<file path="config.mk">
export PLATFORM = sky130hd
export DESIGN_NAME = multitouch_slot_event_decoder
export DESIGN_NICKNAME = d
export VERILOG_FILES = /design/src/design/mtsed_pkg.sv /design/src/design/mtsed_front.sv /design/src/design/mtsed_queue.sv /design/src/design/mtsed_back.sv /design/src/design/multitouch_slot_event_decoder.sv
export SDC_FILE = /design/constraint.sdc
export NUM_CORES = 1
export LEC_CHECK = 0
export ABC_AREA = 1
export BUFFER_PORTS_ARGS = -buffer_cell sky130_fd_sc_hd__buf_2
export CAP_MARGIN = 20
export CORE_MARGIN = 4
export CORE_UTILIZATION = 55
export CTS_BUF_LIST = sky130_fd_sc_hd__clkbuf_8
export CTS_CLUSTER_DIAMETER = 60
export CTS_CLUSTER_SIZE = 25
export DETAILED_ROUTE_END_ITERATION = 10
export MAX_ROUTING_LAYER = met4
export PLACE_DENSITY = 0.78
export SYNTH_ARGS = -nofsm -noshare
export SYNTH_HDL_FRONTEND = slang
export SYNTH_HIERARCHICAL = 1
export SYNTH_SLANG_ARGS = --single-unit
export TNS_END_PERCENT = 50
</file>
<file path="constraint.sdc">
create_clock -name clk -period 1.9 [get_ports clk]
set_input_delay 0.095 -clock clk [delete_from_list [all_inputs] [get_ports clk]]
set_output_delay 0.095 -clock clk [all_outputs]
set_load 0.05 [all_outputs]
</file>
<file path="src/design/mtsed_pkg.sv">
// ----------------------------------------------------------------------------
// Multi-touch slot event decoder package
// Event codes, internal operation codes and the queue item type.
// ----------------------------------------------------------------------------
package mtsed_pkg;

	localparam logic [15:0] TYPE_SYN    = 16'h0000;
	localparam logic [15:0] TYPE_ABS    = 16'h0003;
	localparam logic [15:0] CODE_REPORT = 16'h0000;
	localparam logic [15:0] CODE_SLOT   = 16'h002f;
	localparam logic [15:0] CODE_TRACK  = 16'h0039;
	localparam logic [15:0] CODE_POS_X  = 16'h0035;
	localparam logic [15:0] CODE_POS_Y  = 16'h0036;

	localparam int          COORD_W   = 12;
	localparam logic [11:0] COORD_MAX = 12'hfff;

	typedef enum logic [1:0] {
		KIND_NONE    = 2'd0,
		KIND_PRESS   = 2'd1,
		KIND_MOVE    = 2'd2,
		KIND_RELEASE = 2'd3
	} kind_t;

	typedef enum logic [2:0] {
		OP_NOP,
		OP_SLOT,
		OP_RELEASE,
		OP_PRESS,
		OP_POS_X,
		OP_POS_Y,
		OP_FLUSH
	} op_t;

	typedef struct packed {
		op_t                op;
		logic [COORD_W-1:0] arg;
	} item_t;

endpackage

</file>
<file path="src/design/mtsed_front.sv">
// ----------------------------------------------------------------------------
// Multi-touch front end
// Classifies each input event into an operation and pushes it to the queue unless it is a no-op.
// ----------------------------------------------------------------------------
module mtsed_front #(
	parameter int SLOTS = 5
) (
	input  logic               ev_valid,
	output logic               ev_stall,
	input  logic [15:0]        ev_type,
	input  logic [15:0]        ev_code,
	input  logic [31:0]        ev_value,
	output logic               push,
	output mtsed_pkg::item_t   push_item,
	input  logic               q_full
);
	import mtsed_pkg::*;

	logic               slot_ok;
	logic [COORD_W-1:0] coord;
	op_t                op;

	assign slot_ok = !ev_value[31] && (ev_value[30:0] < 31'(SLOTS));

	always_comb begin
		if (ev_value[31]) begin
			coord = '0;
		end else if (|ev_value[30:COORD_W]) begin
			coord = COORD_MAX;
		end else begin
			coord = ev_value[COORD_W-1:0];
		end
	end

	always_comb begin
		op = OP_NOP;
		if (ev_type == TYPE_ABS) begin
			case (ev_code)
				CODE_SLOT:  op = slot_ok ? OP_SLOT : OP_NOP;
				CODE_TRACK: op = (ev_value == 32'hffff_ffff) ? OP_RELEASE : OP_PRESS;
				CODE_POS_X: op = OP_POS_X;
				CODE_POS_Y: op = OP_POS_Y;
				default:    op = OP_NOP;
			endcase
		end else if (ev_type == TYPE_SYN && ev_code == CODE_REPORT) begin
			op = OP_FLUSH;
		end
	end

	assign ev_stall      = q_full;
	assign push          = ev_valid && !q_full && (op != OP_NOP);
	assign push_item.op  = op;
	assign push_item.arg = (op == OP_SLOT) ? ev_value[COORD_W-1:0] : coord;

endmodule

</file>
<file path="src/design/mtsed_queue.sv">
// ----------------------------------------------------------------------------
// Multi-touch operation queue
// Two-entry queue between the front end and the slot state engine.
// ----------------------------------------------------------------------------
module mtsed_queue (
	input  logic             clk,
	input  logic             arst_n,
	input  logic             push,
	input  mtsed_pkg::item_t push_item,
	output logic             full,
	output logic             q_valid,
	input  logic             pop,
	output mtsed_pkg::item_t pop_item
);
	import mtsed_pkg::*;

	item_t      entry_q [2];
	logic       wr_ptr_q;
	logic       rd_ptr_q;
	logic [1:0] count_q;

	assign full     = (count_q == 2'd2);
	assign q_valid  = (count_q != 2'd0);
	assign pop_item = entry_q[rd_ptr_q];

	always_ff @(posedge clk) begin
		if (push) begin
			entry_q[wr_ptr_q] <= push_item;
		end
	end

	always_ff @(posedge clk or negedge arst_n) begin
		if (!arst_n) begin
			wr_ptr_q <= 1'b0;
			rd_ptr_q <= 1'b0;
			count_q  <= 2'd0;
		end else begin
			if (push) begin
				wr_ptr_q <= !wr_ptr_q;
			end
			if (pop) begin
				rd_ptr_q <= !rd_ptr_q;
			end
			case ({push, pop})
				2'b10:   count_q <= count_q + 2'd1;
				2'b01:   count_q <= count_q - 2'd1;
				default: count_q <= count_q;
			endcase
		end
	end

endmodule

</file>
<file path="src/design/mtsed_back.sv">
// ----------------------------------------------------------------------------
// Multi-touch slot state engine
// Holds the per-slot state, carries out one operation per cycle unless a held
// report is stalled, and registers the touch report.
// ----------------------------------------------------------------------------
module mtsed_back #(
	parameter int SLOTS = 5
) (
	input  logic             clk,
	input  logic             arst_n,
	input  logic             q_valid,
	output logic             pop,
	input  mtsed_pkg::item_t pop_item,
	output logic             rpt_valid,
	input  logic             rpt_stall,
	output logic [1:0]       touch_kind,
	output logic [11:0]      pos_x,
	output logic [11:0]      pos_y,
	output logic [2:0]       finger_index
);
	import mtsed_pkg::*;

	localparam int SLOT_W = (SLOTS > 1) ? $clog2(SLOTS) : 1;

	logic [SLOT_W-1:0]  cur_q;
	logic [COORD_W-1:0] pos_x_q [SLOTS];
	logic [COORD_W-1:0] pos_y_q [SLOTS];
	kind_t              pend_q  [SLOTS];

	logic               out_valid_q;
	kind_t              out_kind_q;
	logic [COORD_W-1:0] out_x_q;
	logic [COORD_W-1:0] out_y_q;
	logic [SLOT_W-1:0]  out_slot_q;

	kind_t pend_cur;
	logic  emit;
	kind_t emit_kind;

	assign pop      = q_valid && (!out_valid_q || !rpt_stall);
	assign pend_cur = pend_q[cur_q];

	always_comb begin
		emit      = 1'b0;
		emit_kind = pend_cur;
		case (pop_item.op)
			OP_SLOT, OP_FLUSH: emit = (pend_cur != KIND_NONE);
			OP_RELEASE: begin
				emit      = 1'b1;
				emit_kind = KIND_RELEASE;
			end
			default: emit = 1'b0;
		endcase
	end

	always_ff @(posedge clk or negedge arst_n) begin
		if (!arst_n) begin
			cur_q       <= '0;
			out_valid_q <= 1'b0;
			out_kind_q  <= KIND_NONE;
			out_x_q     <= '0;
			out_y_q     <= '0;
			out_slot_q  <= '0;
			for (int i = 0; i < SLOTS; i++) begin
				pos_x_q[i] <= '0;
				pos_y_q[i] <= '0;
				pend_q[i]  <= KIND_NONE;
			end
		end else begin
			if (pop) begin
				out_valid_q <= emit;
				if (emit) begin
					out_kind_q <= emit_kind;
					out_x_q    <= pos_x_q[cur_q];
					out_y_q    <= pos_y_q[cur_q];
					out_slot_q <= cur_q;
				end
				case (pop_item.op)
					OP_SLOT: begin
						cur_q         <= pop_item.arg[SLOT_W-1:0];
						pend_q[cur_q] <= KIND_NONE;
					end
					OP_FLUSH, OP_RELEASE: pend_q[cur_q] <= KIND_NONE;
					OP_PRESS: pend_q[cur_q] <= KIND_PRESS;
					OP_POS_X: begin
						pos_x_q[cur_q] <= pop_item.arg;
						if (pend_cur != KIND_PRESS) begin
							pend_q[cur_q] <= KIND_MOVE;
						end
					end
					OP_POS_Y: begin
						pos_y_q[cur_q] <= pop_item.arg;
						if (pend_cur != KIND_PRESS) begin
							pend_q[cur_q] <= KIND_MOVE;
						end
					end
					default: cur_q <= cur_q;
				endcase
			end else if (!rpt_stall) begin
				out_valid_q <= 1'b0;
			end
		end
	end

	assign rpt_valid    = out_valid_q;
	assign touch_kind   = out_kind_q;
	assign pos_x        = out_x_q;
	assign pos_y        = out_y_q;
	assign finger_index = 3'(out_slot_q);

endmodule

</file>
<file path="src/design/multitouch_slot_event_decoder.sv">
// ----------------------------------------------------------------------------
// Multi-touch slot event decoder
// Decodes protocol B input events into press, move and release reports.
//
// Channel   Handshake             Payload
// event     ev_valid / ev_stall   ev_type, ev_code, ev_value
// report    rpt_valid / rpt_stall touch_kind, pos_x, pos_y, finger_index
//
// One event is taken every cycle while ev_stall is low; the combinational
// classifier feeds the queue, and the state engine registers the report.
// Reset clears the current slot, all coordinates and all pending events.
// A stalled report holds the state engine, and the two-entry queue then
// fills and stalls the event channel.
// ----------------------------------------------------------------------------
module multitouch_slot_event_decoder #(
	parameter int SLOTS = 5
) (
	input  logic        clk,
	input  logic        arst_n,
	input  logic        ev_valid,
	output logic        ev_stall,
	input  logic [15:0] ev_type,
	input  logic [15:0] ev_code,
	input  logic [31:0] ev_value,
	output logic        rpt_valid,
	input  logic        rpt_stall,
	output logic [1:0]  touch_kind,
	output logic [11:0] pos_x,
	output logic [11:0] pos_y,
	output logic [2:0]  finger_index
);
	import mtsed_pkg::*;

	logic  push;
	item_t push_item;
	logic  q_full;
	logic  q_valid;
	logic  pop;
	item_t pop_item;

	mtsed_front #(.SLOTS(SLOTS)) u_front (
		.ev_valid  (ev_valid),
		.ev_stall  (ev_stall),
		.ev_type   (ev_type),
		.ev_code   (ev_code),
		.ev_value  (ev_value),
		.push      (push),
		.push_item (push_item),
		.q_full    (q_full)
	);

	mtsed_queue u_queue (
		.clk       (clk),
		.arst_n    (arst_n),
		.push      (push),
		.push_item (push_item),
		.full      (q_full),
		.q_valid   (q_valid),
		.pop       (pop),
		.pop_item  (pop_item)
	);

	mtsed_back #(.SLOTS(SLOTS)) u_back (
		.clk          (clk),
		.arst_n       (arst_n),
		.q_valid      (q_valid),
		.pop          (pop),
		.pop_item     (pop_item),
		.rpt_valid    (rpt_valid),
		.rpt_stall    (rpt_stall),
		.touch_kind   (touch_kind),
		.pos_x        (pos_x),
		.pos_y        (pos_y),
		.finger_index (finger_index)
	);

endmodule

</file>
### After elaboration in Yosys (flattened, before gate mapping)

Memory sizes are Yosys's and may differ from the RTL's.
Index checks and enable logic that the tools add are counted.
W data, S select, Z words.

| cells by class | value |
|---|---|
| add/subtract/negate cells | 2 |
| multipliers | 0 |
| divide/modulo/power cells | 0 |
| order comparisons | 3 |
| equal/unequal tests | 19 |
| shift operators | 0 |
| mux-type cells | 32 |
| bitwise logic cells | 9 |
| reductions and logical operators | 29 |

Operators with widths:

| cell | number |
|---|---|
| $bwmux W60 | 2 |
| $mux W12 | 8 |
| $bmux W12 S3 | 2 |
| $eq A16 B6 Y1 const B | 4 |
| $demux W12 S3 | 1 |
| $eq A32 B32 Y1 const B | 1 |
| $logic_not A16 Y1 | 2 |
| $lt A31 B3 Y1 const B | 1 |
| $pmux W10 S3 | 1 |
| $reduce_or A19 Y1 | 1 |
| $eq A16 B2 Y1 const B | 1 |
| $pmux W3 S4 | 1 |
| $and A10 B10 Y10 | 1 |
| $and A5 B5 Y5 | 2 |
| $mux W10 | 1 |
| $not A10 Y10 | 1 |
| $not A5 Y5 | 2 |
| $or A5 B5 Y5 | 2 |
| $eq A3 B3 Y1 const B | 3 |
| $mux W2 | 4 |
| $reduce_and A2 Y1 | 4 |
| $bmux W2 S3 | 1 |
| $demux W2 S3 | 1 |
| $eq A3 B1 Y1 const B | 2 |
| 21 further kinds | 45 |

| storage, ports and cells | value |
|---|---|
| register bits | 167 |
| bits in latches | 0 |
| RAM bits | 30 |
| ROM bits | 0 |
| input bits | 68 |
| output and inout port bits | 31 |
| word-level logic and storage cells | 119 |
| memories | 1 |

Memory list:

| name | words | bits a word | rd ports | clocked after Yosys merged registers in | write ports | RTL line | source |
|---|---|---|---|---|---|---|---|
| u_queue.entry_q | 2 | 15 | 1 | 0 | 1 | mtsed_queue.sv:17 | `item_t entry_q [2];` |

### Depth between registers and ports, before layout

Gate-level depths: netlist (run 1).

| depth | value |
|---|---|
| depth after elaboration | 9 |
| gate-level depth with buffers | 17 |

### By module

Netlist (run 1), hierarchy kept.

Modules (own cells, without submodules):

| module | instances | cells an instance | area an instance (µm²) | seq. area each (µm²) |
|---|---|---|---|---|
| mtsed_back | 1 | 834 | 7148.1 | 4078.9 |
| mtsed_queue | 1 | 102 | 1311.3 | 1001.0 |
| mtsed_front | 1 | 162 | 764.5 | 0.0 |

### Worst setup path after synthesis (run 1)

Ideal clock, no wire load.

| path | value |
|---|---|
| path kind | flip-flop to flip-flop |
| start | register u_queue.rd_ptr_q |
| end | register u_back/pend_q[6] (netlist bit) |
| library setup time | 0.123 ns |
| arrival | 1.994 ns |
| setup slack | -0.217 ns |
| cell stages (with the launch flop) | 11 |
| period minus slack after synthesis | 2.117 ns |
| cell sequence | dfrtp_1 buf_2 o21ai_0 nand3_1 nand2_2 nor2_2 a21oi_4 nand2_2 buf_6 nand2_1 o21ai_1 |

RTL lines:

| item | RTL line | source |
|---|---|---|
| from (decl) | mtsed_queue.sv:19 | `logic rd_ptr_q;` |
| from (signal assigned) | mtsed_queue.sv:42 | `rd_ptr_q <= !rd_ptr_q;` |
| to (signal, indexed assignment) | mtsed_back.sv:67 | `pend_q[i] <= KIND_NONE;` |
| to (signal, indexed assignment) | mtsed_back.sv:81 | `pend_q[cur_q] <= KIND_NONE;` |
| to (signal, indexed assignment) | mtsed_back.sv:83 | `OP_FLUSH, OP_RELEASE: pend_q[cur_q] <= KIND_NONE;` |
| to (decl) | mtsed_back.sv:28 | `kind_t pend_q [SLOTS];` |

==> impl_metrics.json, run 1 <==
{
  "min_path_type": "input port to register",
  "yosys.cell_types.count": 36,
  "multi_input_area_sq_um": 3560,
  "fp-row-count": 47,
  "avgSynthCellArea_sq_um": 8.40,
  "placed_area_sq_um": 10300,
  "crit_start": "u_queue/rd_ptr_q$_DFFE_PN0P_",
  "fmax_mhz": 533,
  "netlist_top_cells_area": "dfrtp_1 (45%), nand2_1 (15%), edfxtp_1 (9.8%), o21ai_0 (6.7%), nand3_1 (3.2%)",
  "io_pins": 99,
  "status": "finished, final reports clean",
  "worst_slack_ns": 0.0245,
  "end_kind": "register",
  "diodes": 0,
  "num-fill-cells": 1346,
  "cts_tree": "yes",
  "chipHeight_um": 138,
  "synthArstFlopShare": 0.848,
  "nets": 1291,
  "yosys_warnings": 6,
  "crit_type": "register to register",
  "vias": 7720,
  "synth_nets": 1167,
  "peakVddDrop_v": 0.000486,
  "synthCells": 1098,
  "crit_required_ns": 2.27,
  "crit_fanout": 12,
  "drc": 0,
  "post-dp-hpwl_mm": 14.9,
  "grt_max_degree": 64,
  "min_period_ns": 1.88,
  "leakagePower_uw": 0.00523,
  "wl_per_cell_um": 15.1,
  "gp_congestion": 0.882,
  "design_area_sq_um": 10800,
  "synth_largest_area_cell": "dfrtp_1",
  "area_growth_syn_to_layout_pct": 17.2,
  "drt_iter0_drc": 641,
  "synth_edf_count": 30,
  "start_util": 0.558,
  "cts_buffers": 17,
  "regToRegSetupSlack_ns": 0.02,
  "cts_root_buf": "clkbuf_8",
  "grt_first_pass_wirelength_mm": 35.3,
  "worst_pin_slew_ns": 0.467,
  "coreArea_sq_um": 16500,
  "synth_top_cell_area_share": 0.453,
  "final_core_utilization": 0.654,
  "layout-drive-gt1-share": 0.195,
  "clk_pin_slew_ns": 0.10,
  "cts.path.max_buffers": 2,
  "hold_viol": 0,
  "ant_nets": 0,
  "first_global_vias": 7110,
  "cts.sinks": 197,
  "grt_usage": 0.245,
  "slew_headroom": 0.689,
  "drv_slew": 0,
  "rsz0062_at_grt": "true",
  "finalClockSkew_ns": 0.0120,
  "hold_end": "u_queue/entry_q[1][11]$_DFFE_PP_",
  "hold_depth": 3,
  "maxCapViolCount": 0,
  "clock_latency_ns": 0.48,
  "hp-start": "ev_value[11]",
  "grt.overflow.total": 0,
  "synth.ff_latch_count": 197,
  "antenna_found_initial": 0,
  "fp.dieArea_sq_um": 18900,
  "timing.hold.ws_ns": 0.0313,
  "yosysSeqAreaShare": 0.551,
  "setup_viol": 0,
  "r2r-end": "u_back/pend_q[0]$_DFFE_PN0P_",
  "crit_arrival_ns": 2.25,
  "wl_mm": 21.9,
  "setup.worst_path.start_class": "register",
  "syn_area_sq_um": 9220,
  "dieWidth_um": 138,
  "dominantRegCellSynth": "dfrtp_1",
  "r2r_cells": 8,
  "vias_per_cell": 5.31,
  "power.density_nw_per_um2": 656,
  "pre_cts_ws_ns": -0.0285,
  "seq_area_sq_um": 5080,
  "timing.rr.start": "u_queue/rd_ptr_q$_DFFE_PN0P_",
  "fin_crit_sh": 0.987,
  "port_buffers": 98,
  "firstDrtPassIters": 5,
  "h-tree-depth": 4
}
-- cells in the final DEF, fill, tap and decap left out, types with 4 or more instances in the layout --
| cell | instances |
|---|---|
| nor3_2 | 4 |
| nand4_1 | 19 |
| edfxtp_1 | 30 |
| buf_2 | 97 |
| inv_2 | 15 |
| a21oi_1 | 12 |
| nand2_1 | 372 |
| nand3_1 | 59 |
| nor2_1 | 62 |
| nor2_2 | 8 |
| buf_12 | 15 |
| nand3b_1 | 15 |
| clkbuf_8 | 17 |
| mux2i_1 | 4 |
| dfrtp_1 | 165 |
| o21ai_1 | 27 |
| buf_4 | 36 |
| o21ai_0 | 120 |
| nor2_4 | 6 |
| dlygate4sd3_1 | 11 |
| inv_1 | 78 |
| a22oi_1 | 13 |
| nand2_2 | 6 |
| a21oi_2 | 10 |
-- how the worst max path moves through the flow --
stage | end | slack [ns] | cells past startpoint
after detailed placement | u_back/pos_x[5]$_DFFE_PN0P_ | -0.03 | 9
final | u_back/pend_q[0]$_DFFE_PN0P_ | 0.02 | 8
after global routing | u_back/pend_q[2]$_DFFE_PN0P_ | -0.09 | 8
after global placement | u_back/pos_y[11]$_DFFE_PN0P_ | -0.003 | 8
after floorplan | u_back/pend_q[2]$_DFFE_PN0P_ | 0.01 | 10
after CTS | u_back/pend_q[2]$_DFFE_PN0P_ | 0.007 | 8
-- metal layers --
| metal | vias to the layer above | GRT usage | part of all wire |
|---|---|---|---|
| li1 | 3806 | - | - |
| met2 | 237 | 0.388 | 0.49 |
| met1 | 3650 | 0.329 | 0.44 |
| met5 | - | - | 0 |
| met4 | 0 | 0.0671 | 0.013 |
| met3 | 27 | 0.0449 | 0.059 |
-- per-stage QoR --
stage               total power, uW  setup TNS [ns]  cells
floorplan                      4440               0   1098
global placement               4610        -0.00329   1409
detailed placement             4620         -0.0700   1409
CTS                            7130               0   1452
global route                   7350           -2.49   1455
finish                         7090               0   1455
-- state kept, by name, indices dropped and copies added (netlist names), named ones only --
| signal | flops |
|---|---|
| u_back/cur_q | 3 |
| u_back/finger_index | 3 |
| u_back/pend_q | 9 |
| u_back/pos_x | 12 |
| u_back/pos_x_q | 60 |
| u_back/pos_y | 12 |
| u_back/pos_y_q | 60 |
| u_back/rpt_valid | 1 |
| u_back/touch_kind | 2 |
| u_queue/count_q | 2 |
| u_queue/entry_q | 30 |
| u_queue/rd_ptr_q | 1 |
| u_queue/wr_ptr_q | 1 |
-- cell usage after synthesis, types with 2 or more instances --
cell,n
nand4_1,19
nor2_2,7
buf_6,5
o21ai_1,26
nand2_2,7
clkbuf_1,20
nor2_1,66
edfxtp_1,30
o21ai_0,123
nand3_1,59
dfrtp_1,167
inv_1,77
mux2i_1,4
nand2_1,372
nor3_2,3
buf_2,23
a21oi_2,11
xor2_1,2
nand3b_1,15
buf_4,7
nor2_4,3
nand3_2,2
a22oi_1,13
inv_2,14
a21oi_1,12
-- critical path, cell delays in order, from the launching register on --
cell and delay (ns):
dfrtp_2 0.48, o21ai_2 0.28, nand3_1 0.17, nand2_2 0.14, nor2_2 0.07, a21oi_4 0.25
nand2_2 0.21, nand2_1 0.11, o21ai_1 0.06
-- area by class of cell --
cell class | count | share of cell area
clock buffer | 17 | 0.0216
multi-input combinational | 754 | 0.330
timing repair buffer | 160 | 0.109
clock inverter | 15 | 0.0123
tap | 220 | 0.0255
inverter | 92 | 0.0319
sequential | 197 | 0.470
-- where the power goes --
group          total, uW  leakage, uW  internal (uW)  switching [uW]
registers           4280      0.00260           4280           0.404
logic                268      0.00244            104             164
clock network       2550     0.000188           1050            1500
total               7090      0.00523           5430            1670
-- kinds of logic after synthesis --
group,synth area share
compound gates,0.112
xor+xnor,0.00285
buf+inv,0.0699
simple gates,0.259
mux,0.00434
flops,0.551
fa+ha+maj,0.00136
-- timing repair --
item                                    in CTS  in global routing
resized for setup                            1                  8
setup buffers                                0                  3
hold endpoints to repair                   183                  0
pin swaps                                    0                  1
endpoints found under the setup margin      15                128
gates cloned                                 0                  0
hold buffers                                11                  0
(Power assumes the default switching activity.)
==> inputs of run 2 (changes only) <==
--- a/config.mk
+++ b/config.mk
@@ -9,13 +9,13 @@
 export BUFFER_PORTS_ARGS = -buffer_cell sky130_fd_sc_hd__buf_2
 export CAP_MARGIN = 20
 export CORE_MARGIN = 4
-export CORE_UTILIZATION = 55
+export CORE_UTILIZATION = 61
 export CTS_BUF_LIST = sky130_fd_sc_hd__clkbuf_8
 export CTS_CLUSTER_DIAMETER = 60
 export CTS_CLUSTER_SIZE = 25
 export DETAILED_ROUTE_END_ITERATION = 10
 export MAX_ROUTING_LAYER = met4
-export PLACE_DENSITY = 0.78
+export PLACE_DENSITY = 0.82
 export SYNTH_ARGS = -nofsm -noshare
 export SYNTH_HDL_FRONTEND = slang
 export SYNTH_HIERARCHICAL = 1
==> constraint.sdc (replaced) <==
create_clock -name clk -period 1.8 [get_ports clk]
set_input_delay 0.09 -clock clk [delete_from_list [all_inputs] [get_ports clk]]
set_output_delay 0.09 -clock clk [all_outputs]
set_load 0.05 [all_outputs]
==> impl_metrics.json, run 2 (synthesis gave the netlist of run 1 again) <==
{
  "reg.largest.list": "u_back/pos_x_q x60, u_back/pos_y_q x60, u_queue/entry_q x30",
  "grt.overflow.total": 0,
  "drv_slew": 0,
  "first_global_vias": 7303,
  "wl_mm": 22.8,
  "crit_type": "register to register",
  "p_clk_frac": 0.373,
  "power.net_switching_uw": 1760,
  "drc": 0,
  "cts_tree": "yes",
  "min_period_ns": 1.86,
  "power.density_nw_per_um2": 690,
  "status": "finished, violations left",
  "p_int_uw": 5900,
  "clk_pin_slew_ns": 0.10,
  "worst_pin_slew_ns": 0.542,
  "setup.worst_path.start_class": "register",
  "port_buffers": 98,
  "grt_usage": 0.276,
  "peakVddDrop_v": 0.000493,
  "setup_viol": 32,
  "end_kind": "register",
  "area_growth_syn_to_layout_pct": 20.3,
  "crit_required_ns": 2.17,
  "final_core_utilization": 0.755,
  "cts_buffers": 17,
  "gp_congestion": 0.904,
  "fmax_mhz": 538,
  "firstDrtPassIters": 6,
  "setup_total_negative_slack_ns": -1.00,
  "antenna_found_initial": 0,
  "drt_iter0_drc": 929,
  "fin_cells": 1433,
  "grt_max_degree": 59,
  "fin_crit_sh": 1.03,
  "start_util": 0.628,
  "cts.sinks": 197,
  "ant_nets": 0,
  "hold_viol": 0,
  "vias_per_cell": 5.59,
  "maxCapViolCount": 0,
  "post-dp-hpwl_mm": 15.2,
  "final_cell_mix": "nand2_1 (346), dfrtp_1 (163), o21ai_0 (119), buf_2 (97), inv_1 (74)",
  "clock_latency_ns": 0.48,
  "diodes": 0,
  "io_pins": 99,
  "chipHeight_um": 131,
  "cts_root_buf": "clkbuf_8",
  "layout-drive-gt1-share": 0.237,
  "layout_commonest_cell": "nand2_1",
  "finalClockSkew_ns": 0.0148,
  "coreArea_sq_um": 14700,
  "slew_headroom": 0.639,
  "worst_slack_ns": -0.0604,
  "vias": 8006,
  "grt_first_pass_wirelength_mm": 35.9,
  "fp.dieArea_sq_um": 17200,
  "combinationalPowerShare": 0.038,
  "violations": "negative setup slack",
  "crit_arrival_ns": 2.23,
  "fp-row-count": 44,
  "cts.path.max_buffers": 2,
  "pwr-share-seq": 0.589,
  "placed_area_sq_um": 10300,
  "dieWidth_um": 131,
  "p_total_uw": 7660,
  "h-tree-depth": 4,
  "min_path_type": "input port to register",
  "wl_per_cell_um": 15.9,
  "design_area_sq_um": 11100,
  "leakagePower_uw": 0.00534,
  "nets": 1305,
  "rsz0062_at_grt": "true",
  "dp.cells": 1387,
  "crit_fanout": 14,
  "p_sw_frac": 0.229
}
## run 2: critical path, cell delays in order, from the launching register on
cell,delay (ns)
dfrtp_2,0.50
nand2_2,0.10
o21ai_4,0.08
buf_6,0.12
nand3b_1,0.18
nand2_1,0.10
inv_2,0.06
nor2_4,0.17
nand2_4,0.13
clkbuf_16,0.19
nand2_1,0.06
nand2_1,0.06
## run 2: per-layer routing
| layer | up-vias | track usage | wire, um |
|---|---|---|---|
| li1 | 3820 | - | - |
| met1 | 3796 | 0.375 | 9680 |
| met2 | 337 | 0.430 | 11200 |
| met3 | 53 | 0.0435 | 1460 |
| met4 | 0 | 0.0865 | 459 |
| met5 | - | - | 0 |
## run 2: layout make-up
class                   instances  area, sq um
multi-input cells             754         3730
fillers                       999         3600
flip-flops and latches        197         5080
repair buffers                174         1310
well taps                     184          230
inverters                      92          345
clock buffers                  21          289
clock inverters                11          115
## run 2: power groups by stage
stage          clock network (uW)  registers [uW]  logic (uW)
4_1_cts                      2900            4510         290
6_report                     2860            4510         289
2_1_floorplan                   0            4600        77.1
3_3_place_gp                    0            4600         268
5_1_grt                      3100            4510         327
3_5_place_dp                    0            4600         274
## run 2: through the flow
step | setup slack [ns] | hold slack, ns
floorplan | -0.0579 | -0.206
global placement | 0.0356 | 0.00263
finish | -0.0604 | 0.0284
CTS | -0.000640 | 0.00394
detailed placement | -0.0660 | 0.00125
global route | -0.132 | 0.0304
## run 2: worst paths after layout
kind / from / endpoint / slack [ns] / depth (start not counted)
max: u_queue/rd_ptr_q$_DFFE_PN0P_ / u_back/pos_y[0]$_DFFE_PN0P_ / -0.06 / 11
min in group asynchronous: arst_n / u_back/touch_kind[1]$_DFFE_PN0P_ / 0.07 / 2
min reg2reg: u_back/pos_x[6]$_DFFE_PN0P_ / u_back/pos_x[6]$_DFFE_PN0P_ / 0.47 / 2
min: ev_value[2] / u_queue/entry_q[0][2]$_DFFE_PP_ / 0.03 / 3
max in group asynchronous: arst_n / u_back/pos_x_q[8]$_DFFE_PN0P_ / 1.02 / 3
max reg2reg: u_queue/rd_ptr_q$_DFFE_PN0P_ / u_back/pos_y[0]$_DFFE_PN0P_ / -0.06 / 11
## run 2: what timing repair did
item / 4_1_cts / 5_1_grt
pin swaps: 0 / 5
buffers inserted: 0 / 3
gates resized for setup: 7 / 65
hold buffers: 9 / 0
endpoints found under the hold margin: 181 / 0
cloned: 0 / 2
endpoints found under the setup margin: 112 / 136
